$ cat config.mk
export PLATFORM = sky130hd
export DESIGN_NAME = obtu_queue
export DESIGN_NICKNAME = d
export VERILOG_FILES = /design/src/rtl/core/offset_table_blend_unit_defines.svh /design/src/rtl/core/obtu_pkg.sv /design/src/rtl/core/obtu_queue.sv
export SDC_FILE = /design/constraint.sdc
export NUM_CORES = 1
export LEC_CHECK = 0
export ABC_AREA = 1
export BUFFER_PORTS_ARGS = -buffer_cell sky130_fd_sc_hd__buf_2
export CORE_ASPECT_RATIO = 1.2
export CORE_MARGIN = 4
export CORE_UTILIZATION = 49
export DETAILED_ROUTE_END_ITERATION = 16
export HOLD_SLACK_MARGIN = 0.15
export PLACE_DENSITY = 0.75
export SLEW_MARGIN = 20
export SYNTH_ARGS = -nofsm -noshare
export SYNTH_HDL_FRONTEND = slang
export SYNTH_SLANG_ARGS = --single-unit
$ cat constraint.sdc
create_clock -name clock -period 1.15 [get_ports clock]
set_input_delay 0.115 -clock clock [delete_from_list [all_inputs] [get_ports clock]]
set_output_delay 0.115 -clock clock [all_outputs]
set_load 0.03 [all_outputs]
$ cat src/rtl/core/offset_table_blend_unit_defines.svh
// Assertion macros shared by the offset table blend unit.
`ifndef OFFSET_TABLE_BLEND_UNIT_DEFINES_SVH
`define OFFSET_TABLE_BLEND_UNIT_DEFINES_SVH
`ifndef SYNTHESIS
`define OBTU_ASSERT_RST(label, clk, rst, prop) \
   label: assert property (@(posedge clk) disable iff (rst) prop) \
      else $error("offset table blend unit: check failed");
`define OBTU_ASSERT_ALWAYS(label, clk, prop) \
   label: assert property (@(posedge clk) prop) \
      else $error("offset table blend unit: check failed after reset");
`else
`define OBTU_ASSERT_RST(label, clk, rst, prop)
`define OBTU_ASSERT_ALWAYS(label, clk, prop)
`endif
`endif

$ cat src/rtl/core/obtu_pkg.sv
// Shared widths, codes and arithmetic constants of the offset table blend unit.
package obtu_pkg;

   localparam int OFFSET_WIDTH        = 16;
   localparam int INDEX_WIDTH         = 8;
   localparam int ENTRY_INDEX_WIDTH   = 4;
   localparam int WEIGHT_WIDTH        = 8;

   localparam int TABLE_DEPTH_DEFAULT = 14;
   localparam int QUEUE_DEPTH_DEFAULT = 2;

   localparam logic FUNC_WRITE = 1'b0;
   localparam logic FUNC_EVAL  = 1'b1;

   localparam logic [WEIGHT_WIDTH-1:0] WEIGHT_FULL = 8'd100;

   // |a*w + b*(100-w)| <= 3276800, so 25 bits signed and a 22-bit magnitude
   localparam int SUM_WIDTH   = 25;
   localparam int MAG_WIDTH   = 22;
   localparam int RECIP_SHIFT = 29;
   localparam int RECIP_WIDTH = 23;
   localparam int PROD_WIDTH  = MAG_WIDTH + RECIP_WIDTH;

   // ceil(2^29 / 100): exact quotient for every magnitude below 2^22
   localparam logic [RECIP_WIDTH-1:0] RECIP_MULT =
      RECIP_WIDTH'(((64'd1 << RECIP_SHIFT) + 64'(WEIGHT_FULL) - 64'd1) / 64'(WEIGHT_FULL));
   localparam logic [MAG_WIDTH-1:0] ROUND_HALF = MAG_WIDTH'(50);

   localparam logic signed [OFFSET_WIDTH-1:0] OFFSET_MIN = 16'sh8000;

   localparam int BLEND_LATENCY = 3;

   typedef struct packed {
      logic [WEIGHT_WIDTH-1:0] tar;
      logic [WEIGHT_WIDTH-1:0] cur;
      logic [WEIGHT_WIDTH-1:0] trans;
   } weights_type;

   localparam int WEIGHTS_WIDTH = $bits(weights_type);

endpackage

$ cat src/rtl/core/obtu_queue.sv
// Small item queue between the front end and the table/blend back end.
module obtu_queue #(
   parameter int WIDTH = 8,
   parameter int DEPTH = obtu_pkg::QUEUE_DEPTH_DEFAULT
) (
   input  logic             clock,
   input  logic             reset,
   input  logic             push,
   input  logic [WIDTH-1:0] push_item,
   input  logic             pop,
   output logic [WIDTH-1:0] pop_item,
   output logic             full,
   output logic             empty
);
   import obtu_pkg::*;

   localparam int PTR_WIDTH   = (DEPTH > 1) ? $clog2(DEPTH) : 1;
   localparam int COUNT_WIDTH = $clog2(DEPTH + 1);

   logic [WIDTH-1:0]       slot_ff [DEPTH];
   logic [PTR_WIDTH-1:0]   wr_ptr_ff, wr_ptr_in;
   logic [PTR_WIDTH-1:0]   rd_ptr_ff, rd_ptr_in;
   logic [COUNT_WIDTH-1:0] count_ff, count_in;

   assign full     = (count_ff == COUNT_WIDTH'(DEPTH));
   assign empty    = (count_ff == '0);
   assign pop_item = slot_ff[rd_ptr_ff];

   always_comb begin
      wr_ptr_in = wr_ptr_ff;
      rd_ptr_in = rd_ptr_ff;
      count_in  = count_ff;
      if (push) begin
         wr_ptr_in = (wr_ptr_ff == PTR_WIDTH'(DEPTH - 1)) ? '0 : wr_ptr_ff + PTR_WIDTH'(1);
      end
      if (pop) begin
         rd_ptr_in = (rd_ptr_ff == PTR_WIDTH'(DEPTH - 1)) ? '0 : rd_ptr_ff + PTR_WIDTH'(1);
      end
      if (push && !pop) begin
         count_in = count_ff + COUNT_WIDTH'(1);
      end else if (pop && !push) begin
         count_in = count_ff - COUNT_WIDTH'(1);
      end
   end

   always_ff @(posedge clock) begin
      if (reset) begin
         wr_ptr_ff <= '0;
         rd_ptr_ff <= '0;
         count_ff  <= '0;
      end else begin
         wr_ptr_ff <= wr_ptr_in;
         rd_ptr_ff <= rd_ptr_in;
         count_ff  <= count_in;
      end
   end

   always_ff @(posedge clock) begin
      if (push) begin
         slot_ff[wr_ptr_ff] <= push_item;
      end
   end

endmodule

* Word-level counts from Yosys, hierarchy flattened
Memory sizes are Yosys's and may differ from the RTL's. A register that Yosys moved wholly into a read port is not among the register bits.
Cells that the tools add are included.
** Cells by class
- Equal/unequal tests :: 1
- Multiplexer cells :: 8
- $add $sub $neg :: 4
- Reductions and logical operators :: 6
** Operators with widths (count)
- 1-bit 2-to-1 mux :: 6
- 2-bit 2-to-1 mux :: 2
- 1-bit adder (second input constant) :: 2
- 2-bit by 1-bit adder with 2-bit output (second input constant) :: 1
- 2-bit equality test (second input constant) :: 1
- 1-bit logical AND :: 2
- 1-bit zero test :: 2
- 2-bit zero test :: 1
- 2-bit nonzero test :: 1
- 2-bit by 1-bit subtractor with 2-bit output (second input constant) :: 1
** Word-level totals
- Input port bits :: 12
- Register bits :: 4
- RAM bits :: 16
- Word-level logic and storage cells :: 23
- Memories :: 1
- Output and inout port bits :: 10
** Memories
- slot_ff :: words 2, width 8, read ports 1, clocked after memory_dff 1, write ports 1, line obtu_queue.sv:20 : logic [WIDTH-1:0] slot_ff [DEPTH];

* Longest topological paths before layout
Gate-level depths: netlist of the first run.
- Word-level depth :: 4
- Gate-level depth with buffers :: 8
- Mapped depth without buffers :: 8

* Worst setup path before layout of the first run
No wires, ideal clock.
- Path kind :: reg-to-reg
- Start point :: register wr_ptr_ff
- End point :: memory slot_ff[0][0] (enable)
- Arrival :: 0.687 ns
- Required time :: 0.780 ns
- Buffers on the path :: 0
- Path slack :: 0.092 ns
- Cell stages (with the launch flop) :: 2
- Period minus slack after synthesis :: 1.058 ns
- Setup time :: 0.370 ns
- Cells stage by stage :: dfxtp_1 -> nor2_1
** RTL lines
- start: declaration :: line obtu_queue.sv:21 : logic [PTR_WIDTH-1:0] wr_ptr_ff, wr_ptr_in;
- start signal: assignment :: line obtu_queue.sv:52 : wr_ptr_ff <= wr_ptr_in;
- end: declaration :: line obtu_queue.sv:20
No word-level cell before the write port.

==> results.yml, run 1 <==
clock_tree:
  cts_sinks: 21
  h-tree-depth: 1
  path_clk_slew_ps: 110
  cts_buffers: 3
  worstSkewPairLatency_ps: 300
  cts_root_buffer: "clkbuf_4"
  post-cts-setup-buffer-count: 0
  cts_buffer_depth: 2
  cts_tree: "yes"
synthesis:
  synth_ff_type: "edfxtp_1"
  synth_top_cell_by_area: "edfxtp_1"
  synthCells: 58
  synthTopCellsByCount: "16 x edfxtp_1, 8 x inv_1, 8 x mux2_2, 7 x nor2_1, 5 x dfxtp_1"
  yosys-top-cells-area: "edfxtp_1 59%, dfxtp_1 12%, mux2_2 11%"
  synthArstFlopShare_pct: 0
  ys_warn_count: 0
  ys_ff_latch: 21
  synth_area_um2: 811
  synth-edff-count: 16
  synth_nets: 71
  synth_top_area_share_pct: 59.3
  synth.distinct_cells: 16
  avgSynthCellArea_um2: 14.0
  ys_seq_area_share_pct: 71.6
  synth.most_common_cell: "edfxtp_1"
placement:
  postPlaceCellArea_um2: 948
  dpl.hpwl_um: 976
  gp_congestion: 0.702
  port_buffers: 21
  dp_cells: 98
sta:
  max-slew-margin-rel_pct: 76.9
  final-max-slew-violation-count: 0
  holdWs_ps: 184
  fin_crit_sh_pct: 119
  fin_tns_setup_ps: -1620
  finalClockSkew_ps: 9.61
  hold_viol: 0
  tightest_slew_ps: 346
  rsz0062_at_grt: "true"
  fmax_mhz: 733
  worst_slack_ps: -214
  period_minus_slack_ps: 1360
  finalSetupViolations: 8
setup_path:
  crit_required_ps: 1030
  crit_arrival_ps: 1250
  cp_cell_sequence: "buf_6 > mux2_4 > buf_6"
  worst_setup_path_end_kind: "output pin"
  path_class: "reg2out"
  worst-path-max-fanout: 5
  cpMostUsedCell: "buf_6"
  slowest_stage: "dfxtp_2"
  cpPeakStageDelay_ps: 370
  start_kind: "flop"
detailed_routing:
  first_pass_iters: 4
  drcViolationCount: 0
  vias: 557
  routed_via_density: 4.93
  routedWlPerCell_um: 13.6
  ant_nets: 0
  first_iter_violations: 8
  wl_mm: 1.53
finish:
  fillCellCount: 96
  design_area_um2: 1190
  antennaDiodeCount: 0
  final_cell_count_no_fill: 113
  area_growth_pct: 46.6
  final_layout_size_suffix_gt1_share_pct: 42.7
  fin_nets: 110
outcome:
  outcome: "finished, violations left"
  violations: "setup timing"
floorplanning:
  io_pins: 22
  num_rows: 15
  fp.dieArea_um2: 2370
  die_y_um: 52.6
  initial_core_util_pct: 54.0
  fp.dieW_um: 45.1
  core_um2: 1500
pwr:
  p_clk_share_pct: 21.1
  leakagePower_nw: 0.519
  pwr-share-seq_pct: 55.2
  irDropWorstVdd_mv: 0.817
  p_switching_mw: 0.426
  intPower_mw: 1.20
  sw_frac_of_total_pct: 26.3
  powerDensity_nw_per_um2: 1360
  totalPowerFinal_mw: 1.62
  power_frac_comb_pct: 23.7
global_routing:
  grt.busiest_layer: "met2"
  met2_usage_pct: 27.8
  use_met1_pct: 15.7
  groute.usage.overall_pct: 15.5
  grt_pass1_wl_mm: 2.49
  use_met3_pct: 4.12
  grt_max_degree: 12
  antenna_found_initial: 0
  grt_pass1_vias: 580
  grt-ovfl-total: 0
run:
  maxCapViolations: 0
worst_hold_path:
  hp-class: "in2reg"
[per-layer routing]
metal / vias to the layer above / share of wire, % / routed length (um)
met5: - / 0 / 0
met4: 0 / 3.0 / 46
met3: 6 / 4.2 / 65
met2: 20 / 55 / 843
met1: 254 / 38 / 577
li1: 277 / - / -
[kinds of logic after synthesis]
group / after synthesis / synth area share, %
xor+xnor: 1 / 1.08
fa+ha+maj: 1 / 1.54
compound gates: 2 / 1.23
mux: 8 / 11.1
flops: 21 / 71.6
simple gates: 15 / 7.87
buf+inv: 10 / 5.56
[through the flow]
stage,setup WS [ps],utilization [%]
6_report,-214,79.2
3_5_place_dp,76.0,63.2
4_1_cts,-204,78.3
5_1_grt,-273,79.2
2_1_floorplan,92.1,-
3_3_place_gp,90.6,63.2
[timing repair]
action | 4_1_cts | 5_1_grt
pin swaps | 0 | 1
endpoints found under the hold margin | 21 | 0
setup endpoints to repair | 9 | 9
resized for setup | 28 | 5
hold buffers | 11 | 0
gates cloned | 0 | 0
[placed cells by master (no fill, tap or decap)]
cell type and instances:
edfxtp_1 16, buf_2 12, dlygate4sd3_1 11, buf_6 11, mux2_4 8, inv_1 7, nor2_1 6, nand2_1 4
clkbuf_4 3, dfxtp_1 3, inv_2 2, dfxtp_2 2, nor2_4 1, o21ai_0 1, a21oi_1 1, nor3_1 1
xnor2_1 1, nand2_2 1, nand3_1 1, nand4_1 1, ha_1 1, clkbuf_1 1, buf_4 1
[worst max-delay path: cells and delay by family (launching register included)]
kind	cells	cell delay, ps
mux	1	300
buf+inv	2	270
flops	1	370
[state kept, by name, indices dropped and copies added, names as in the netlist, named ones only]
signal     count
slot_ff       16
count_ff       2
rd_ptr_ff      1
wr_ptr_ff      1
[worst paths after layout]
| path | slack (ps) | from | cells after the start | endpoint |
|---|---|---|---|---|
| setup / recovery | -210 | flop | 3 | pop_item[1] |
| hold / removal | 180 | push | 3 | count_ff[0]$_SDFFE_PP0P_ |
| setup reg to reg | 130 | wr_ptr_ff$_SDFFE_PP0P_ | 2 | slot_ff[1][1]$_DFFE_PP_ |
| hold reg to reg | 520 | wr_ptr_ff$_SDFFE_PP0P_ | 2 | wr_ptr_ff$_SDFFE_PP0P_ |
[cell type report]
| cell class | count | area (um^2) | share of cell area, % |
|---|---|---|---|
| sequential | 21 | 583 | 49.1 |
| timing repair buffer | 35 | 302 | 25.4 |
| multi-input combinational | 27 | 223 | 18.7 |
| inverter | 9 | 33.8 | 2.84 |
| clock buffer | 4 | 26.3 | 2.21 |
| tap | 17 | 21.3 | 1.79 |
[power groups by stage]
stage / clock (mW) / combinational [mW] / sequential, mW
after CTS: 0.346 / 0.375 / 0.890
final: 0.343 / 0.384 / 0.895
after global routing: 0.399 / 0.409 / 0.900
after floorplan: 0 / 0.193 / 0.899
after detailed placement: 0 / 0.276 / 0.904
after global placement: 0 / 0.269 / 0.901
Note: power is estimated with default switching activity, not from simulation.
==> run 2: changes to the inputs <==
- CORE_ASPECT_RATIO: 1.2 -> default
==> run 2 against run 1 <==
The run still ends with setup timing left. Count of clock-buffer cells in the layout fell by 1. Critical endpoint is now pop_item[4]. Die area shrank 0.13%. Sequential share of layout area increased by 0.052 points. Largest cell class unchanged. Critical path depth stayed put. Sequential power about the same. Sequential cell count stayed put. Non-clock buffer count up 1. Final cell count unchanged. Clock power down 1%. Core utilization shrank 2.1 points.
==> results.yml, run 2 (synthesis gave the netlist of run 1 again) <==
detailed_routing:
  routedWlPerCell_um: 12.5
  drcViolationCount: 0
  wl_mm: 1.41
  first_iter_violations: 5
  routed_via_density: 4.75
  ant_nets: 0
  first_pass_iters: 2
  vias: 537
sta:
  hold_viol: 0
  finalSetupViolations: 8
  worst_slack_ps: -180
  fin_tns_setup_ps: -1420
  fin_crit_sh_pct: 116
  fmax_mhz: 752
  rsz0062_at_grt: "true"
  period_minus_slack_ps: 1330
  max-slew-margin-rel_pct: 77.1
  holdWs_ps: 193
  final-max-slew-violation-count: 0
  tightest_slew_ps: 343
  finalClockSkew_ps: 0.542
pwr:
  p_clk_share_pct: 21.0
  totalPowerFinal_mw: 1.61
  pwr-share-seq_pct: 55.5
  p_switching_mw: 0.420
  power_frac_comb_pct: 23.5
  leakagePower_nw: 0.525
  irDropWorstVdd_mv: 1.06
  intPower_mw: 1.19
  sw_frac_of_total_pct: 26.1
  powerDensity_nw_per_um2: 1360
clock_tree:
  h-tree-depth: 1
  cts_sinks: 21
  post-cts-setup-buffer-count: 0
  cts_buffers: 3
  cts_root_buffer: "clkbuf_4"
  worstSkewPairLatency_ps: 290
  cts_buffer_depth: 2
  path_clk_slew_ps: 110
  cts_tree: "yes"
finish:
  top_register: "slot_ff"
  fillCellCount: 95
  fin_nets: 111
  biggestRegsByFlops: "slot_ff: 16 flops, count_ff: 2 flops"
  design_area_um2: 1190
  final_layout_size_suffix_gt1_share_pct: 44.3
  final_cell_mix: "16 x edfxtp_1, 12 x buf_2, 11 x dlygate4sd3_1, 10 x buf_6, 8 x mux2_4"
  area_growth_pct: 46.5
  mostFrequentLayoutCell: "edfxtp_1"
  largest_register_ffs: 16
  multi_input_area_um2: 218
  antennaDiodeCount: 0
  seqCellArea_um2: 583
global_routing:
  grt_max_degree: 13
  use_met3_pct: 3.99
  groute.usage.overall_pct: 13.5
  use_met1_pct: 15.8
  antenna_found_initial: 0
  met2_usage_pct: 22.2
  grt-ovfl-total: 0
  grt_pass1_wl_mm: 2.48
  grt.busiest_layer: "met2"
  grt_pass1_vias: 552
setup_path:
  start_kind: "flop"
  timing.rr.start: "wr_ptr_ff$_SDFFE_PP0P_"
  cpPeakStageDelay_ps: 360
  slowest_stage: "dfxtp_2"
  path_class: "reg2out"
  path_buf_inv: 2
  crit_family: "flip-flops"
  r2r_setup_slack_ps: 140
  cp_cell_sequence: "buf_6 > mux2_4 > buf_6"
  worst-path-max-fanout: 4
  reg2regPathDepth: 2
  crit_arrival_ps: 1210
  cpMostUsedCell: "buf_6"
  crit_required_ps: 1030
  reg2reg_to: "slot_ff[1][2]$_DFFE_PP_"
  worst_setup_path_end_kind: "output pin"
floorplanning:
  io_pins: 22
  fp.dieW_um: 48.7
  fp.dieArea_um2: 2370
  die_y_um: 48.7
  initial_core_util_pct: 52.6
  core_um2: 1540
  num_rows: 14
worst_hold_path:
  holdPathStages: 3
  min_to: "count_ff[0]$_SDFFE_PP0P_"
  hp-class: "in2reg"
  hold_start: "push"
placement:
  postPlaceCellArea_um2: 955
  dpl.hpwl_um: 918
  place_ws_ps: 86.1
  gp_congestion: 0.659
  port_buffers: 21
run:
  maxCapViolations: 0
outcome:
  violations: "setup timing"
  outcome: "finished, violations left"
[run 2: cell types whose count changed in the layout (fill, tap and decap cells not counted), sizes merged]
| cell | delta |
|---|---|
| buf | +1 |
| clkinv | +1 |
| clkbuf | -1 |
[run 2: power groups by stage]
stage	Clock, mW	Sequential [mW]	Combinational, mW
6_report	0.338	0.893	0.379
5_1_grt	0.387	0.899	0.410
3_5_place_dp	0	0.904	0.278
3_3_place_gp	0	0.902	0.273
2_1_floorplan	0	0.899	0.193
4_1_cts	0.342	0.890	0.374
[run 2: cell type report]
class	instances	area share, %
Sequential cell	21	49.1
Timing Repair Buffer	36	25.7
Multi-Input combinational cell	27	18.3
Inverter	9	2.85
Clock buffer	3	1.90
Tap cell	16	1.69
Clock inverter	1	0.421
[run 2: metrics by stage]
stage | std cells | utilization, %
floorplan | 58 | -
global placement | 98 | 61.9
detailed placement | 98 | 61.9
CTS | 113 | 76.6
global route | 113 | 77.0
finish | 113 | 77.0
[run 2: how the worst max path moves through the flow]
stage,from,endpoint,slack (ps),cells past startpoint
5_1_grt,flop,pop_item[4],-230,3
4_1_cts,flop,pop_item[4],-190,3
2_1_floorplan,wr_ptr_ff$_SDFFE_PP0P_,slot_ff[0][0]$_DFFE_PP_,90,1
6_report,flop,pop_item[4],-180,3
3_5_place_dp,flop,pop_item[4],90,3
3_3_place_gp,flop,pop_item[4],90,3
[run 2: tightest hold or removal path: cells and delay by family]
| kind | cells | cell delay, ps |
|---|---|---|
| compound gates | 1 | 60 |
| fa+ha+maj | 1 | 160 |
| buf+inv | 1 | 110 |
[run 2: layer usage]
| metal | up-vias | routed length (um) |
|---|---|---|
| met1 | 240 | 567 |
| met5 | - | 0 |
| li1 | 277 | - |
| met3 | 5 | 78 |
| met4 | 0 | 34 |
| met2 | 15 | 728 |
[run 2: what timing repair did]
item                                   CTS  global route
pin swaps                                0             1
setup endpoints to repair                8             9
resized for setup                       27             5
cloned                                   0             0
endpoints found under the hold margin   21             0
hold buffers                            11             0
