**src/rtl/core/offset_table_blend_unit_defines.svh**
```systemverilog
// Assertion macros shared by the offset table blend unit.
`ifndef OFFSET_TABLE_BLEND_UNIT_DEFINES_SVH
`define OFFSET_TABLE_BLEND_UNIT_DEFINES_SVH
`ifndef SYNTHESIS
`define OBTU_ASSERT_RST(label, clk, rst, prop) \
   label: assert property (@(posedge clk) disable iff (rst) prop) \
      else $error("offset table blend unit: check failed");
`define OBTU_ASSERT_ALWAYS(label, clk, prop) \
   label: assert property (@(posedge clk) prop) \
      else $error("offset table blend unit: check failed after reset");
`else
`define OBTU_ASSERT_RST(label, clk, rst, prop)
`define OBTU_ASSERT_ALWAYS(label, clk, prop)
`endif
`endif

```
**src/rtl/core/obtu_pkg.sv**
```systemverilog
// Shared widths, codes and arithmetic constants of the offset table blend unit.
package obtu_pkg;

   localparam int OFFSET_WIDTH        = 16;
   localparam int INDEX_WIDTH         = 8;
   localparam int ENTRY_INDEX_WIDTH   = 4;
   localparam int WEIGHT_WIDTH        = 8;

   localparam int TABLE_DEPTH_DEFAULT = 14;
   localparam int QUEUE_DEPTH_DEFAULT = 2;

   localparam logic FUNC_WRITE = 1'b0;
   localparam logic FUNC_EVAL  = 1'b1;

   localparam logic [WEIGHT_WIDTH-1:0] WEIGHT_FULL = 8'd100;

   // |a*w + b*(100-w)| <= 3276800, so 25 bits signed and a 22-bit magnitude
   localparam int SUM_WIDTH   = 25;
   localparam int MAG_WIDTH   = 22;
   localparam int RECIP_SHIFT = 29;
   localparam int RECIP_WIDTH = 23;
   localparam int PROD_WIDTH  = MAG_WIDTH + RECIP_WIDTH;

   // ceil(2^29 / 100): exact quotient for every magnitude below 2^22
   localparam logic [RECIP_WIDTH-1:0] RECIP_MULT =
      RECIP_WIDTH'(((64'd1 << RECIP_SHIFT) + 64'(WEIGHT_FULL) - 64'd1) / 64'(WEIGHT_FULL));
   localparam logic [MAG_WIDTH-1:0] ROUND_HALF = MAG_WIDTH'(50);

   localparam logic signed [OFFSET_WIDTH-1:0] OFFSET_MIN = 16'sh8000;

   localparam int BLEND_LATENCY = 3;

   typedef struct packed {
      logic [WEIGHT_WIDTH-1:0] tar;
      logic [WEIGHT_WIDTH-1:0] cur;
      logic [WEIGHT_WIDTH-1:0] trans;
   } weights_type;

   localparam int WEIGHTS_WIDTH = $bits(weights_type);

endpackage

```
**src/rtl/core/obtu_front.sv**
```systemverilog
// Front end: takes request items, clamps indices and qualifies table writes.
module obtu_front #(
   parameter int TABLE_DEPTH = obtu_pkg::TABLE_DEPTH_DEFAULT,
   parameter int ITEM_WIDTH  = 2 + obtu_pkg::OFFSET_WIDTH
                               + 5 * $clog2(TABLE_DEPTH) + obtu_pkg::WEIGHTS_WIDTH
) (
   input  logic                                   clock,
   input  logic                                   reset,
   input  logic                                   req_valid,
   output logic                                   req_stall,
   input  logic                                   req_func,
   input  logic [obtu_pkg::ENTRY_INDEX_WIDTH-1:0] req_entry_index,
   input  logic signed [obtu_pkg::OFFSET_WIDTH-1:0] req_entry_value,
   input  logic [obtu_pkg::INDEX_WIDTH-1:0]       req_cur_first_index,
   input  logic [obtu_pkg::INDEX_WIDTH-1:0]       req_cur_second_index,
   input  logic [obtu_pkg::INDEX_WIDTH-1:0]       req_tar_first_index,
   input  logic [obtu_pkg::INDEX_WIDTH-1:0]       req_tar_second_index,
   input  logic [obtu_pkg::WEIGHT_WIDTH-1:0]      req_tar_weight,
   input  logic [obtu_pkg::WEIGHT_WIDTH-1:0]      req_cur_weight,
   input  logic [obtu_pkg::WEIGHT_WIDTH-1:0]      req_transition_weight,
   output logic                                   push,
   output logic [ITEM_WIDTH-1:0]                  push_item,
   input  logic                                   queue_full
);
   import obtu_pkg::*;

   localparam int ADDR_WIDTH = $clog2(TABLE_DEPTH);

   function automatic logic [ADDR_WIDTH-1:0] clamp_index(input logic [INDEX_WIDTH-1:0] idx);
      logic [INDEX_WIDTH-1:0] depth_idx;
      depth_idx = INDEX_WIDTH'(TABLE_DEPTH);
      if (idx == '0) begin
         return '0;
      end else if (idx > depth_idx) begin
         return ADDR_WIDTH'(TABLE_DEPTH - 1);
      end else begin
         return ADDR_WIDTH'(idx - INDEX_WIDTH'(1));
      end
   endfunction

   logic                  valid_ff, valid_in;
   logic [ITEM_WIDTH-1:0] item_ff;
   logic                  accept;
   logic                  is_eval;
   logic                  wr_en;
   weights_type           weights;

   assign req_stall = valid_ff && queue_full;
   assign accept    = req_valid && !req_stall;
   assign push      = valid_ff && !queue_full;
   assign push_item = item_ff;

   assign is_eval = (req_func == FUNC_EVAL);
   assign wr_en   = (INDEX_WIDTH'(req_entry_index) < INDEX_WIDTH'(TABLE_DEPTH));
   assign weights = '{tar: req_tar_weight, cur: req_cur_weight, trans: req_transition_weight};

   always_comb begin
      valid_in = valid_ff;
      if (accept) begin
         valid_in = 1'b1;
      end else if (push) begin
         valid_in = 1'b0;
      end
   end

   always_ff @(posedge clock) begin
      if (reset) begin
         valid_ff <= 1'b0;
      end else begin
         valid_ff <= valid_in;
      end
   end

   always_ff @(posedge clock) begin
      if (accept) begin
         item_ff <= {is_eval, wr_en, ADDR_WIDTH'(req_entry_index), req_entry_value,
                     clamp_index(req_tar_first_index), clamp_index(req_tar_second_index),
                     clamp_index(req_cur_first_index), clamp_index(req_cur_second_index),
                     weights};
      end
   end

endmodule

```
**config.mk**
```make
export PLATFORM = sky130hd
export DESIGN_NAME = obtu_front
export DESIGN_NICKNAME = d
export VERILOG_FILES = /design/src/rtl/core/offset_table_blend_unit_defines.svh /design/src/rtl/core/obtu_pkg.sv /design/src/rtl/core/obtu_front.sv
export SDC_FILE = /design/constraint.sdc
export NUM_CORES = 1
export LEC_CHECK = 0
export ABC_CLOCK_PERIOD_IN_PS = 4500
export BUFFER_PORTS_ARGS = -buffer_cell sky130_fd_sc_hd__buf_2
export CAP_MARGIN = 20
export CORE_MARGIN = 2
export CORE_UTILIZATION = 43
export CTS_CLUSTER_SIZE = 12
export DETAILED_ROUTE_END_ITERATION = 10
export GPL_TIMING_DRIVEN = 1
export PLACE_DENSITY_LB_ADDON = 0.12
export SLEW_MARGIN = 10
export SYNTH_ARGS = -nofsm -noshare
export SYNTH_HDL_FRONTEND = slang
export SYNTH_SLANG_ARGS = --single-unit
```
**constraint.sdc**
```tcl
create_clock -name clock -period 4.5 [get_ports clock]
set_clock_uncertainty 0.05 [all_clocks]
set_input_delay 0.225 -clock clock [delete_from_list [all_inputs] [get_ports clock]]
set_output_delay 0.225 -clock clock [all_outputs]
set_load 0.005 [all_outputs]
```
# After elaboration in Yosys (flattened, before gate mapping)
# Cells that the tools add are included.
word_totals:
  reg_bits: 63
  in_bits: 81
  elab_cells: 39
classes:
  n_addsub: 4
  magnitude_cmp: 5
  mux: 6
  n_reduce_logical: 14
ops:
  columns: ["op", "n"]
  rows:
  - ["> comparator 8 x 4 -> 1 bit, second input constant", 4]
  - ["logical NOT 8 bit", 4]
  - ["two-way mux 4 bit", 4]
  - ["subtractor 4 x 1 -> 4 bit, second input constant", 4]
  - ["OR reduction 2 bit", 4]
  - ["< comparator 4 bit, second input constant", 1]
  - ["logical AND 1 bit", 3]
  - ["logical NOT 1 bit", 2]
  - ["two-way mux 1 bit", 2]
  - ["nonzero test 2 bit", 1]

# Logic depth before layout (Yosys ltp)
# Gate-level depths: netlist of the first run.
logic_depth:
  ltp_word: 4
  depth_mapped: 5
  mapped_depth_nobuf: 5

# Least setup slack after synthesis of the first run
# OpenSTA, ideal clock, no wires.
synth_timing:
  kind: "register to register"
  from: "reg valid_ff"
  to: "reg item_ff[0] (netlist: push_item[0]), enable pin"
  setup_time_ps: 490
  arrival_time_ps: 3224
  path_slack_ps: 736
  stages_incl_launch_ff: 3
  n_path_buf: 0
  period_less_slack_ps: 3764
  cell_sequence: "dfxtp_1 > and2_1 > nor2b_1"
synth_between:
  elab_chain_len: 3
synth_lines:
  columns: ["item", "line", "text"]
  rows:
  - ["start, declared", "obtu_front.sv:41", "logic valid_ff, valid_in;"]
  - ["start signal, assigned", "obtu_front.sv:70", "valid_ff <= valid_in;"]
  - ["logical AND 1 bit", "obtu_front.sv:48", "assign req_stall = valid_ff && queue_full;"]
  - ["via req_stall", "obtu_front.sv:10", "output logic req_stall,"]
  - ["logical NOT 1 bit", "obtu_front.sv:49", "assign accept = req_valid && !req_stall;"]
  - ["logical AND 1 bit", "obtu_front.sv:49", null]
  - ["via accept", "obtu_front.sv:43", "logic accept;"]
  - ["end signal, assigned", "obtu_front.sv:76", "item_ff <= {is_eval, wr_en, ADDR_WIDTH'(req_entry_index), req_entry_value,"]
  - ["end, declared", "obtu_front.sv:42", "logic [ITEM_WIDTH-1:0] item_ff;"]
# The timed path passes the listed nets, and every way through them passes these cells.
# A chain may end at the register's enable or synchronous reset.

# Worst setup path in the final report of the first run
layout_timing:
  from: "reg valid_ff"
  to: "reg item_ff[26] (netlist: push_item[26]), enable pin"
layout_between:
  elab_chain_len: 3
layout_lines:
  columns: ["item", "line"]
  rows:
  - ["logical AND 1 bit", "obtu_front.sv:48"]
  - ["logical NOT 1 bit", "obtu_front.sv:49"]
  - ["logical AND 1 bit", "obtu_front.sv:49"]
  - ["via accept", "obtu_front.sv:43"]
# The timed path passes the listed nets, and every way through them passes these cells.

==> insert_results.sql, run 1 <==
INSERT INTO impl_metrics (metric_group, metric, value, unit) VALUES
('sta', 'unrepaired_setup_endpoints_after_global_routing', 'false', ''),
('grt', 'grt_overflow', '0', ''),
('setup_path', 'critical_path_required', '4.45', 'ns'),
('placement', 'gpl.final_weighted_congestion', '0.777', ''),
('synth', 'syn_area', '0.00244', 'sq mm'),
('clocking', 'cts_root_buf', 'clkbuf_8', ''),
('detailed_routing', 'detail_route.first_pass.iterations', '4', ''),
('placement', 'detailedPlacementHpwl', '3730', 'microns'),
('power_and_ir_drop', 'cellLeakagePower', '1.61', 'nW'),
('status', 'result_of_the_run', 'complete, no violations', ''),
('clocking', 'insertion_delay', '0.32', 'ns'),
('power_and_ir_drop', 'power.ir.vdd_worst', '0.190', 'mV'),
('layout', 'layout.cells.most_common', 'buf_2', ''),
('hold_path', 'hp-class', 'input pin to register', ''),
('setup_path', 'worst_r2r_path_depth', '3', ''),
('sta', 'slew_headroom', '0.335', ''),
('setup_path', 'max_stage_delay', '0.79', 'ns'),
('layout', 'fillerInstances', '397', ''),
('placement', 'port_buffers', '144', ''),
('setup_path', 'setup.worst_path.start_class', 'register', ''),
('setup_path', 'reg2reg_slack', '2.39', 'ns'),
('sta', 'post-route-worst-setup-slack', '2.39', 'ns'),
('layout', 'postLayoutCellArea', '0.00373', 'sq mm'),
('detailed_routing', 'detailed_route_via_count', '1795', ''),
('detailed_routing', 'met2WireLength', '2490', 'microns'),
('clocking', 'cts-root-to-sink-buffers', '2', ''),
('sta', 'setup-violations-final', '0', ''),
('sta', 'final_period_minus_worst_setup_slack', '2.11', 'ns'),
('setup_path', 'critical_path.slowest_cell', 'nor2b_4', ''),
('setup_path', 'worst_setup_path_startpoint', 'valid_ff', ''),
('grt', 'via_count_of_the_first_global_routing_pass', '1562', ''),
('detailed_routing', 'drt_iter0_markers', '76', ''),
('sta', 'min_period_over_period', '0.470', ''),
('grt', 'largest_net_degree_at_the_start_of_global_routing', '39', ''),
('synth', 'postSynthAreaPerCell', '17.2', 'sq um'),
('detailed_routing', 'avgViaCountPerCell', '4.51', ''),
('clocking', 'cts_tree', 'done', ''),
('setup_path', 'cp.buffers_inverters', '1', ''),
('floorplanning', 'placementRows', '27', ''),
('detailed_routing', 'routed_wire_length_per_instance', '12.5', 'microns'),
('grt', 'grt_first_pass_wirelength', '6980', 'microns'),
('floorplanning', 'die_area', '0.00629', 'sq mm'),
('grt', 'grt_antenna_before_repair', '0', ''),
('hold_path', 'worstHoldEndpoint', 'push_item[9]', ''),
('sta', 'transition_time_at_the_pin_with_the_least_slew_margin', '0.996', 'ns'),
('synth', 'synth.yosys.warnings', '0', ''),
('layout', 'layout.nets', '414', ''),
('clocking', 'cts_num_sinks', '63', ''),
('sta', 'hold_viol_final', '0', ''),
('floorplanning', 'die_width', '79.3', 'microns'),
('sta', 'setup_tns', '0', 'ns'),
('synth', 'yosysUniqueCellTypes', '25', ''),
('detailed_routing', 'wl_met3', '489', 'microns'),
('hold_path', 'count_of_cells_along_the_worst_hold_path', '1', ''),
('detailed_routing', 'top_layer_used_by_detailed_routing', 'met4', ''),
('floorplanning', 'io-pin-count', '145', ''),
('floorplanning', 'start_util', '0.443', ''),
('synth', 'synth-seq-area-share', '0.772', ''),
('clocking', 'tritoncts_buffer_count', '9', ''),
('layout', 'layout_common_cells', '144 x buf_2, 62 x edfxtp_1, 23 x dlygate4sd3_1', ''),
('detailed_routing', 'route.antenna.remaining_nets', '0', ''),
('power_and_ir_drop', 'power.density_cell_area', '371', 'mW/mm^2'),
('placement', 'dp_slack', '2.31', 'ns'),
('grt', 'grt_use_total', '0.154', ''),
('detailed_routing', 'route.final.wire_length', '4990', 'microns'),
('layout', 'synth_to_layout_area_growth', '53.0', '%'),
('setup_path', 'crit_path_max_fanout', '38', ''),
('clocking', 'htree_levels', '3', ''),
('setup_path', 'critPathCaptureType', 'register', ''),
('sta', 'timing_max_transition_violations_final', '0', ''),
('setup_path', 'critPathArrivalTime', '2.07', 'ns');
[synth_stat cells (all sizes together)]
library cell,count,area (sq um)
ha,12,150
xor2,3,26.3
or3,1,6.26
nor3,4,20.0
a21o,1,7.51
nand2b,1,6.26
nor2b,2,12.5
nor4b,3,26.3
and4b,3,30.0
nor4,4,43.8
a21oi,1,5.00
nand4b,1,8.76
nand3,1,5.00
nor3b,3,22.5
dfxtp,1,20.0
nand2,4,15.0
o21ai,8,40.0
inv,8,30.0
and3,1,6.26
o31ai,1,7.51
nor2,12,45.0
mux2i,3,30.0
and2,2,12.5
edfxtp,62,1860
[layout make-up]
class	count	share of cell area
Clock buffer	9	0.0332
Clock inverter	7	0.0299
Inverter	8	0.00805
Multi-Input combinational cell	71	0.143
Sequential cell	63	0.505
Tap cell	72	0.0242
Timing Repair Buffer	168	0.257
[worst reg2reg max path: stages (launching register included)]
cell and delay [ns]:
dfxtp_1 0.30, and2_1 0.18, nor2b_4 0.79, buf_4 0.46
[state kept, by name (all words and copies together), names as in the netlist]
signal,count
valid_ff,1
push_item,62
[power by group]
group | total, mW | leakage [nW] | switching (mW) | internal (mW)
registers | 0.687 | 0.586 | 0.00625 | 0.681
logic | 0.130 | 0.908 | 0.0602 | 0.0694
clock network | 0.566 | 0.118 | 0.202 | 0.364
[how the worst max path moves through the flow]
| stage | cells past startpoint | slack [ns] | end |
|---|---|---|---|
| 5_1_grt | 3 | 2.23 | push_item[19] |
| 3_3_place_gp | 4 | 2.30 | push_item[26] |
| 2_1_floorplan | 2 | 0.74 | push_item[0] |
| 3_5_place_dp | 4 | 2.31 | push_item[26] |
| 4_1_cts | 3 | 2.36 | push_item[26] |
| 6_report | 3 | 2.39 | push_item[26] |
[kinds of logic after synthesis]
logic type                 synth area share
DFF                                   0.772
muxes                                0.0123
AOI/OAI and AO/OA                    0.0246
xor gates and xnor gates             0.0108
adders and majority gates            0.0616
buffers and inverters                0.0123
and+or+nand+nor                       0.107
[per-layer routing]
metal	track usage	vias up
met3	0.0659	12
met1	0.159	793
li1	-	895
met2	0.252	95
met4	0.110	0
met5	0	-
[metrics by stage]
stage,hold WS (ns),std cells
final,0.0217,398
after global routing,0.0000515,398
after CTS,0.000472,381
after detailed placement,0.340,359
after global placement,0.342,359
after floorplan,0.247,142
[what timing repair did]
action | 4_1_cts | 5_1_grt
hold endpoints to repair | 6 | 17
buffers inserted | 0 | 0
endpoints found under the setup margin | 0 | 0
hold buffers | 6 | 17
Note: power is estimated with default switching activity, not from simulation.
==> inputs of run 2 (changes only) <==
ABC_AREA = 1   (was not set)
ABC_CLOCK_PERIOD_IN_PS = 1950   (was 4500)
CORE_UTILIZATION = 44   (was 43)
clock period = 1.95 ns   (was 4.5 ns; I/O delays follow)
==> insert_results.sql, run 2 <==
INSERT INTO impl_metrics (metric_group, metric, value, unit) VALUES
('clocking', 'cts-root-to-sink-buffers', '2', ''),
('synth', 'synth_area_leaders', 'edfxtp_1 70%, ha_1 5.7%, nand2_1 5.1%', ''),
('detailed_routing', 'route.detailed.drc', '0', ''),
('layout', 'layout.cells.most_common', 'buf_2', ''),
('floorplanning', 'die_width', '81.6', 'microns'),
('sta', 'unrepaired_setup_endpoints_after_global_routing', 'false', ''),
('sta', 'setup_tns', '0', 'ns'),
('clocking', 'tritoncts_buffer_count', '9', ''),
('layout', 'max_ffs_per_register', '62', ''),
('synth', 'synth_async_sr_flop_share', '0', ''),
('setup_path', 'critPathArrivalTime', '1.32', 'ns'),
('layout', 'antenna-diode-count', '0', ''),
('power_and_ir_drop', 'power.ir.vdd_worst', '0.369', 'mV'),
('grt', 'via_count_of_the_first_global_routing_pass', '1887', ''),
('placement', 'port_buffers', '144', ''),
('floorplanning', 'start_util', '0.453', ''),
('layout', 'synth_to_layout_area_growth', '55.3', '%'),
('sta', 'final_hold_slack', '0.0620', 'ns'),
('layout', 'postLayoutCellArea', '0.00411', 'sq mm'),
('clocking', 'cts_tree', 'done', ''),
('grt', 'grt_first_pass_wirelength', '8050', 'microns'),
('placement', 'detailedPlacementHpwl', '4020', 'microns'),
('synth', 'yosys-top-cells-count', '62 x edfxtp_1, 36 x nand2_1, 30 x nor2_1, 29 x inv_1, 12 x ha_1', ''),
('synth', 'synth.yosys.warnings', '0', ''),
('sta', 'post-route-worst-setup-slack', '0.545', 'ns'),
('floorplanning', 'die_area', '0.00665', 'sq mm'),
('layout', 'layoutNonFillerInstCount', '491', ''),
('synth', 'yosys_most_used_dff', 'edfxtp_1', ''),
('placement', 'place_inst', '428', ''),
('layout', 'layout.nets', '504', ''),
('setup_path', 'classification_of_the_worst_setup_path', 'register to register', ''),
('status', 'result_of_the_run', 'complete, no violations', ''),
('grt', 'grt_use_total', '0.167', ''),
('synth', 'syn_area', '0.00265', 'sq mm'),
('sta', 'fmax', '712', 'MHz'),
('layout', 'drive_above_1_share', '0.428', ''),
('synth', 'synth_seq_cells', '63', ''),
('sta', 'slew_headroom', '0.677', ''),
('synth', 'post-synth-top-area-fraction', '0.703', ''),
('detailed_routing', 'detail_route.first_pass.iterations', '4', ''),
('grt', 'grt_overflow', '0', ''),
('clocking', 'htree_levels', '3', ''),
('clocking', 'path_clk_slew', '0.07', 'ns'),
('detailed_routing', 'routed_wire_length_per_instance', '11.8', 'microns'),
('sta', 'setup-violations-final', '0', ''),
('floorplanning', 'io-pin-count', '145', ''),
('synth', 'synth-seq-area-share', '0.711', ''),
('synth', 'yosys.area.top_type', 'edfxtp_1', ''),
('setup_path', 'crit_path_max_fanout', '41', ''),
('detailed_routing', 'detailed_route_via_count', '2085', ''),
('placement', 'placed_cell_area', '0.00348', 'sq mm'),
('sta', 'final_period_minus_worst_setup_slack', '1.41', 'ns'),
('synth', 'count_leader_synth', 'edfxtp_1', ''),
('layout', 'layout_common_cells', '144 x buf_2, 62 x edfxtp_1, 47 x dlygate4sd3_1', ''),
('power_and_ir_drop', 'power.density_cell_area', '692', 'mW/mm^2'),
('floorplanning', 'chipHeight', '81.6', 'microns'),
('sta', 'hold_viol_final', '0', ''),
('hold_path', 'hp-class', 'input pin to register', ''),
('setup_path', 'critical_path_required', '1.86', 'ns'),
('detailed_routing', 'route.antenna.remaining_nets', '0', ''),
('flow_run', 'timing.max_cap.violations', '0', ''),
('clocking', 'cts_root_buf', 'clkbuf_8', ''),
('floorplanning', 'floorplan.core_area', '0.00585', 'sq mm'),
('detailed_routing', 'drt_iter0_markers', '57', ''),
('sta', 'timing_max_transition_violations_final', '0', ''),
('grt', 'grt_antenna_before_repair', '0', ''),
('grt', 'largest_net_degree_at_the_start_of_global_routing', '42', ''),
('sta', 'min_period_over_period', '0.721', ''),
('setup_path', 'setup.worst_path.start_class', 'register', ''),
('placement', 'gpl.final_weighted_congestion', '0.782', ''),
('detailed_routing', 'avgViaCountPerCell', '4.25', ''),
('placement', 'dp_slack', '0.557', 'ns'),
('detailed_routing', 'route.final.wire_length', '5770', 'microns'),
('clocking', 'cts_setup_buffers', '0', ''),
('power_and_ir_drop', 'cellLeakagePower', '1.86', 'nW'),
('setup_path', 'critPathCaptureType', 'register', ''),
('clocking', 'insertion_delay', '0.32', 'ns'),
('synth', 'synth-edff-count', '62', ''),
('synth', 'yosysUniqueCellTypes', '15', ''),
('synth', 'postSynthAreaPerCell', '12.8', 'sq um'),
('synth', 'synth.net_count', '300', ''),
('floorplanning', 'placementRows', '28', ''),
('sta', 'transition_time_at_the_pin_with_the_least_slew_margin', '0.484', 'ns'),
('synth', 'synthCells', '207', ''),
('clocking', 'cts_num_sinks', '63', '');
## run 2: cells by family (layout without fill, tap and decap cells)
| family | Yosys count | count (layout) | share of synthesized area |
|---|---|---|---|
| simple gates | 92 | 92 | 0.166 |
| compound gates | 5 | 5 | 0.00945 |
| xor+xnor | 4 | 4 | 0.0132 |
| flops | 63 | 63 | 0.711 |
| buf+inv | 31 | 240 | 0.0440 |
| fa+ha+maj | 12 | 12 | 0.0567 |
## run 2: repair_timing
item                      4_1_cts  5_1_grt
hold buffers                   47        0
hold endpoints to repair       47        0
resized for setup               0        0
## run 2: cell type report
| cell class | count | area [sq um] |
|---|---|---|
| clock buffers | 11 | 131 |
| clock inverters | 5 | 25.0 |
| fillers | 431 | 1740 |
| inverters | 31 | 116 |
| multi-input cells | 113 | 657 |
| flip-flops and latches | 63 | 1880 |
| well taps | 75 | 93.8 |
| repair buffers | 193 | 1210 |
## run 2: final timing paths
check	slack (ns)	cells past startpoint	startpoint	endpoint
hold / removal	0.06	4	req_tar_second_index[0]	push_item[32]
setup reg to reg	0.54	4	valid_ff	push_item[33]
hold reg to reg	0.89	4	valid_ff	push_item[13]
setup / recovery	0.54	4	valid_ff	push_item[33]
## run 2: critical path: stages (launching register included)
cell,delay [ns]
dfxtp_1,0.31
nand2_1,0.08
inv_1,0.07
nor2_4,0.09
buf_4,0.43
## run 2: metrics by stage
step                       util  power [mW]
after floorplan               -        1.73
after global placement    0.596        1.91
after detailed placement  0.596        1.91
after CTS                 0.703        2.89
after global routing      0.703        2.99
final                     0.703        2.84
## run 2: power by group
group	leakage (nW)	internal, mW	total [mW]	switching, mW
registers	0.586	1.57	1.59	0.0152
logic	1.19	0.199	0.369	0.170
clock network	0.0782	0.448	0.889	0.441
total	1.86	2.22	2.84	0.626
## run 2: metal layers
layer  track usage  share of wire  vias up
li1              -              -     1095
met1         0.156           0.37      887
met2         0.318           0.53       86
met3        0.0407          0.072       17
met4         0.107          0.033        0
met5             0              0        -
==> inputs of run 3 (changes only) <==
ABC_AREA = 0   (was 1)
ABC_CLOCK_PERIOD_IN_PS = 1400   (was 1950)
CORE_UTILIZATION = 43   (was 44)
clock period = 1.4 ns   (was 1.95 ns; I/O delays follow)
==> insert_results.sql, run 3 (synthesis results as in run 1) <==
INSERT INTO impl_metrics (metric_group, metric, value, unit) VALUES
('floorplanning', 'die_area', '0.00629', 'sq mm'),
('placement', 'detailedPlacementHpwl', '3690', 'microns'),
('setup_path', 'reg2reg_slack', '0.11', 'ns'),
('power_and_ir_drop', 'net-switching-power', '865', 'uW'),
('sta', 'timing_max_transition_violations_final', '0', ''),
('detailed_routing', 'avgViaCountPerCell', '4.52', ''),
('power_and_ir_drop', 'power_frac_seq', '0.517', ''),
('grt', 'via_count_of_the_first_global_routing_pass', '1952', ''),
('floorplanning', 'io-pin-count', '145', ''),
('setup_path', 'setup.worst_path.start_class', 'input pin', ''),
('floorplanning', 'start_util', '0.443', ''),
('floorplanning', 'floorplan.core_area', '0.00551', 'sq mm'),
('hold_path', 'hp-class', 'input pin to register', ''),
('floorplanning', 'die_width', '79.3', 'microns'),
('layout', 'layout.nets', '451', ''),
('placement', 'gpl.final_weighted_congestion', '0.760', ''),
('layout', 'synth_to_layout_area_growth', '68.3', '%'),
('detailed_routing', 'drt_iter0_markers', '76', ''),
('detailed_routing', 'route.antenna.remaining_nets', '0', ''),
('placement', 'place_inst', '361', ''),
('clocking', 'path_clk_slew', '0.06', 'ns'),
('power_and_ir_drop', 'power.density_cell_area', '1040', 'mW/mm^2'),
('setup_path', 'endpoint', 'push_item[33]', ''),
('setup_path', 'max_stage_delay', '0.53', 'ns'),
('layout', 'drive_above_1_share', '0.455', ''),
('floorplanning', 'chipHeight', '79.3', 'microns'),
('clocking', 'htree_levels', '3', ''),
('grt', 'grt_first_pass_wirelength', '8650', 'microns'),
('setup_path', 'crit_path_max_fanout', '4', ''),
('flow_run', 'timing.max_cap.violations', '0', ''),
('sta', 'transition_time_at_the_pin_with_the_least_slew_margin', '0.381', 'ns'),
('power_and_ir_drop', 'totalPowerFinal', '4.27', 'mW'),
('placement', 'port_buffers', '144', ''),
('sta', 'min_period_over_period', '0.942', ''),
('clocking', 'cts_root_buf', 'clkbuf_8', ''),
('layout', 'max_ffs_per_register', '62', ''),
('detailed_routing', 'route.final.wire_length', '5670', 'microns'),
('layout', 'layout.cells.most_common', 'buf_2', ''),
('clocking', 'cts_num_sinks', '63', ''),
('status', 'result_of_the_run', 'complete, no violations', ''),
('setup_path', 'worst_r2r_path_depth', '4', ''),
('layout', 'layout.core_utilization', '0.746', ''),
('setup_path', 'worst_setup_path_startpoint', 'req_tar_second_index[7]', ''),
('power_and_ir_drop', 'combinationalPowerShare', '0.121', ''),
('layout', 'layout_common_cells', '143 x buf_2, 62 x edfxtp_1, 59 x dlygate4sd3_1', ''),
('sta', 'final_period_minus_worst_setup_slack', '1.32', 'ns'),
('setup_path', 'critical_path_required', '1.48', 'ns'),
('setup_path', 'critPathArrivalTime', '1.40', 'ns'),
('clocking', 'tritoncts_buffer_count', '9', ''),
('sta', 'unrepaired_setup_endpoints_after_global_routing', 'false', ''),
('detailed_routing', 'routed_wire_length_per_instance', '13.0', 'microns'),
('sta', 'hold_viol_final', '0', ''),
('power_and_ir_drop', 'power.internal', '3.41', 'mW'),
('setup_path', 'critical_path.cell_chain', 'dlygate4sd3_1 > buf_2 > nor4_2 > nor4b_1', ''),
('detailed_routing', 'route.detailed.drc', '0', ''),
('setup_path', 'critPathCaptureType', 'register', ''),
('sta', 'fmax', '758', 'MHz'),
('setup_path', 'critical_path.slowest_cell', 'dlygate4sd3_1', ''),
('grt', 'grt_antenna_before_repair', '0', ''),
('floorplanning', 'placementRows', '27', ''),
('detailed_routing', 'detailed_route_via_count', '1969', ''),
('power_and_ir_drop', 'clkPwrFrac', '0.362', ''),
('setup_path', 'worst_r2r_endpoint', 'valid_ff', ''),
('power_and_ir_drop', 'cellLeakagePower', '1.76', 'nW'),
('clocking', 'cts-root-to-sink-buffers', '2', ''),
('power_and_ir_drop', 'power.ir.vdd_worst', '0.631', 'mV'),
('layout', 'layoutNonFillerInstCount', '436', ''),
('sta', 'setup-violations-final', '0', ''),
('power_and_ir_drop', 'switching_share', '0.202', ''),
('grt', 'largest_net_degree_at_the_start_of_global_routing', '40', ''),
('clocking', 'cts_tree', 'done', ''),
('sta', 'slew_headroom', '0.744', ''),
('clocking', 'insertion_delay', '0.32', 'ns'),
('grt', 'grt_use_total', '0.188', ''),
('detailed_routing', 'detail_route.first_pass.iterations', '4', ''),
('setup_path', 'worst_r2r_startpoint', 'valid_ff', ''),
('setup_path', 'classification_of_the_worst_setup_path', 'input pin to register', ''),
('grt', 'grt_overflow', '0', '');
==> run 3: cell count changes in the layout (fill, tap and decap cells not counted), moves of 5 or more <==
cell,change
o21ai_0,+8
nor2_1,-17
inv_1,-21
nand2_2,-5
nand2_1,-32
nor2_4,-5
dlygate4sd3_1,+12
==> run 3: cell type report <==
| class | count | area [sq um] |
|---|---|---|
| Antenna cell | 1 | 2.50 |
| Sequential cell | 63 | 1880 |
| Multi-Input combinational cell | 71 | 546 |
| Tap cell | 72 | 90.1 |
| Timing Repair Buffer | 205 | 1350 |
| Clock buffer | 13 | 159 |
| Fill cell | 350 | 1400 |
| Clock inverter | 3 | 42.5 |
| Inverter | 8 | 30.0 |
==> run 3: worst min-delay path by stage <==
stage	startpoint	slack [ns]	cells past startpoint	to
after floorplan	reset	0.09	1	valid_ff
after global placement	req_tar_weight[7]	0.20	1	push_item[23]
after detailed placement	reset	0.20	2	valid_ff
after CTS	req_cur_second_index[3]	0.005	2	push_item[27]
after global routing	req_cur_second_index[3]	0.03	2	push_item[27]
final	req_cur_second_index[3]	0.03	2	push_item[27]
==> run 3: power by group through the flow <==
| stage | Sequential [mW] | Combinational (mW) | Clock [mW] |
|---|---|---|---|
| CTS | 2.21 | 0.515 | 1.60 |
| floorplan | 2.27 | 0.108 | 0 |
| detailed placement | 2.25 | 0.386 | 0 |
| global placement | 2.25 | 0.383 | 0 |
| finish | 2.21 | 0.516 | 1.55 |
| global route | 2.22 | 0.572 | 1.68 |
==> run 3: what timing repair did <==
action,4_1_cts,5_1_grt
hold endpoints to repair,54,0
buffers inserted,0,0
resized for setup,0,1
hold buffers,59,0
endpoints found under the setup margin,0,2
==> run 3: worst max-delay path, delay by kind of cell <==
family / cells / cell delay [ns]
and+or+nand+nor: 2 / 0.67
buffers and inverters: 2 / 0.66
==> run 3: routing by layer <==
| metal | wire, microns | track usage |
|---|---|---|
| met3 | 349 | 0.0500 |
| met4 | 170 | 0.119 |
| met2 | 3040 | 0.344 |
| met5 | 0 | 0 |
| met1 | 2120 | 0.186 |
==> run 3: through the flow <==
stage               hold slack (ns)  worst slack, ns  instance area (sq um)  TNS, ns
floorplan                    0.0924           -0.430                   2450   -26.69
global placement              0.197            0.181                   3310        0
detailed placement            0.198            0.171                   3310        0
CTS                         0.00483           0.0612                   4100        0
global route                 0.0339          0.00812                   4100        0
finish                       0.0268           0.0811                   4110        0
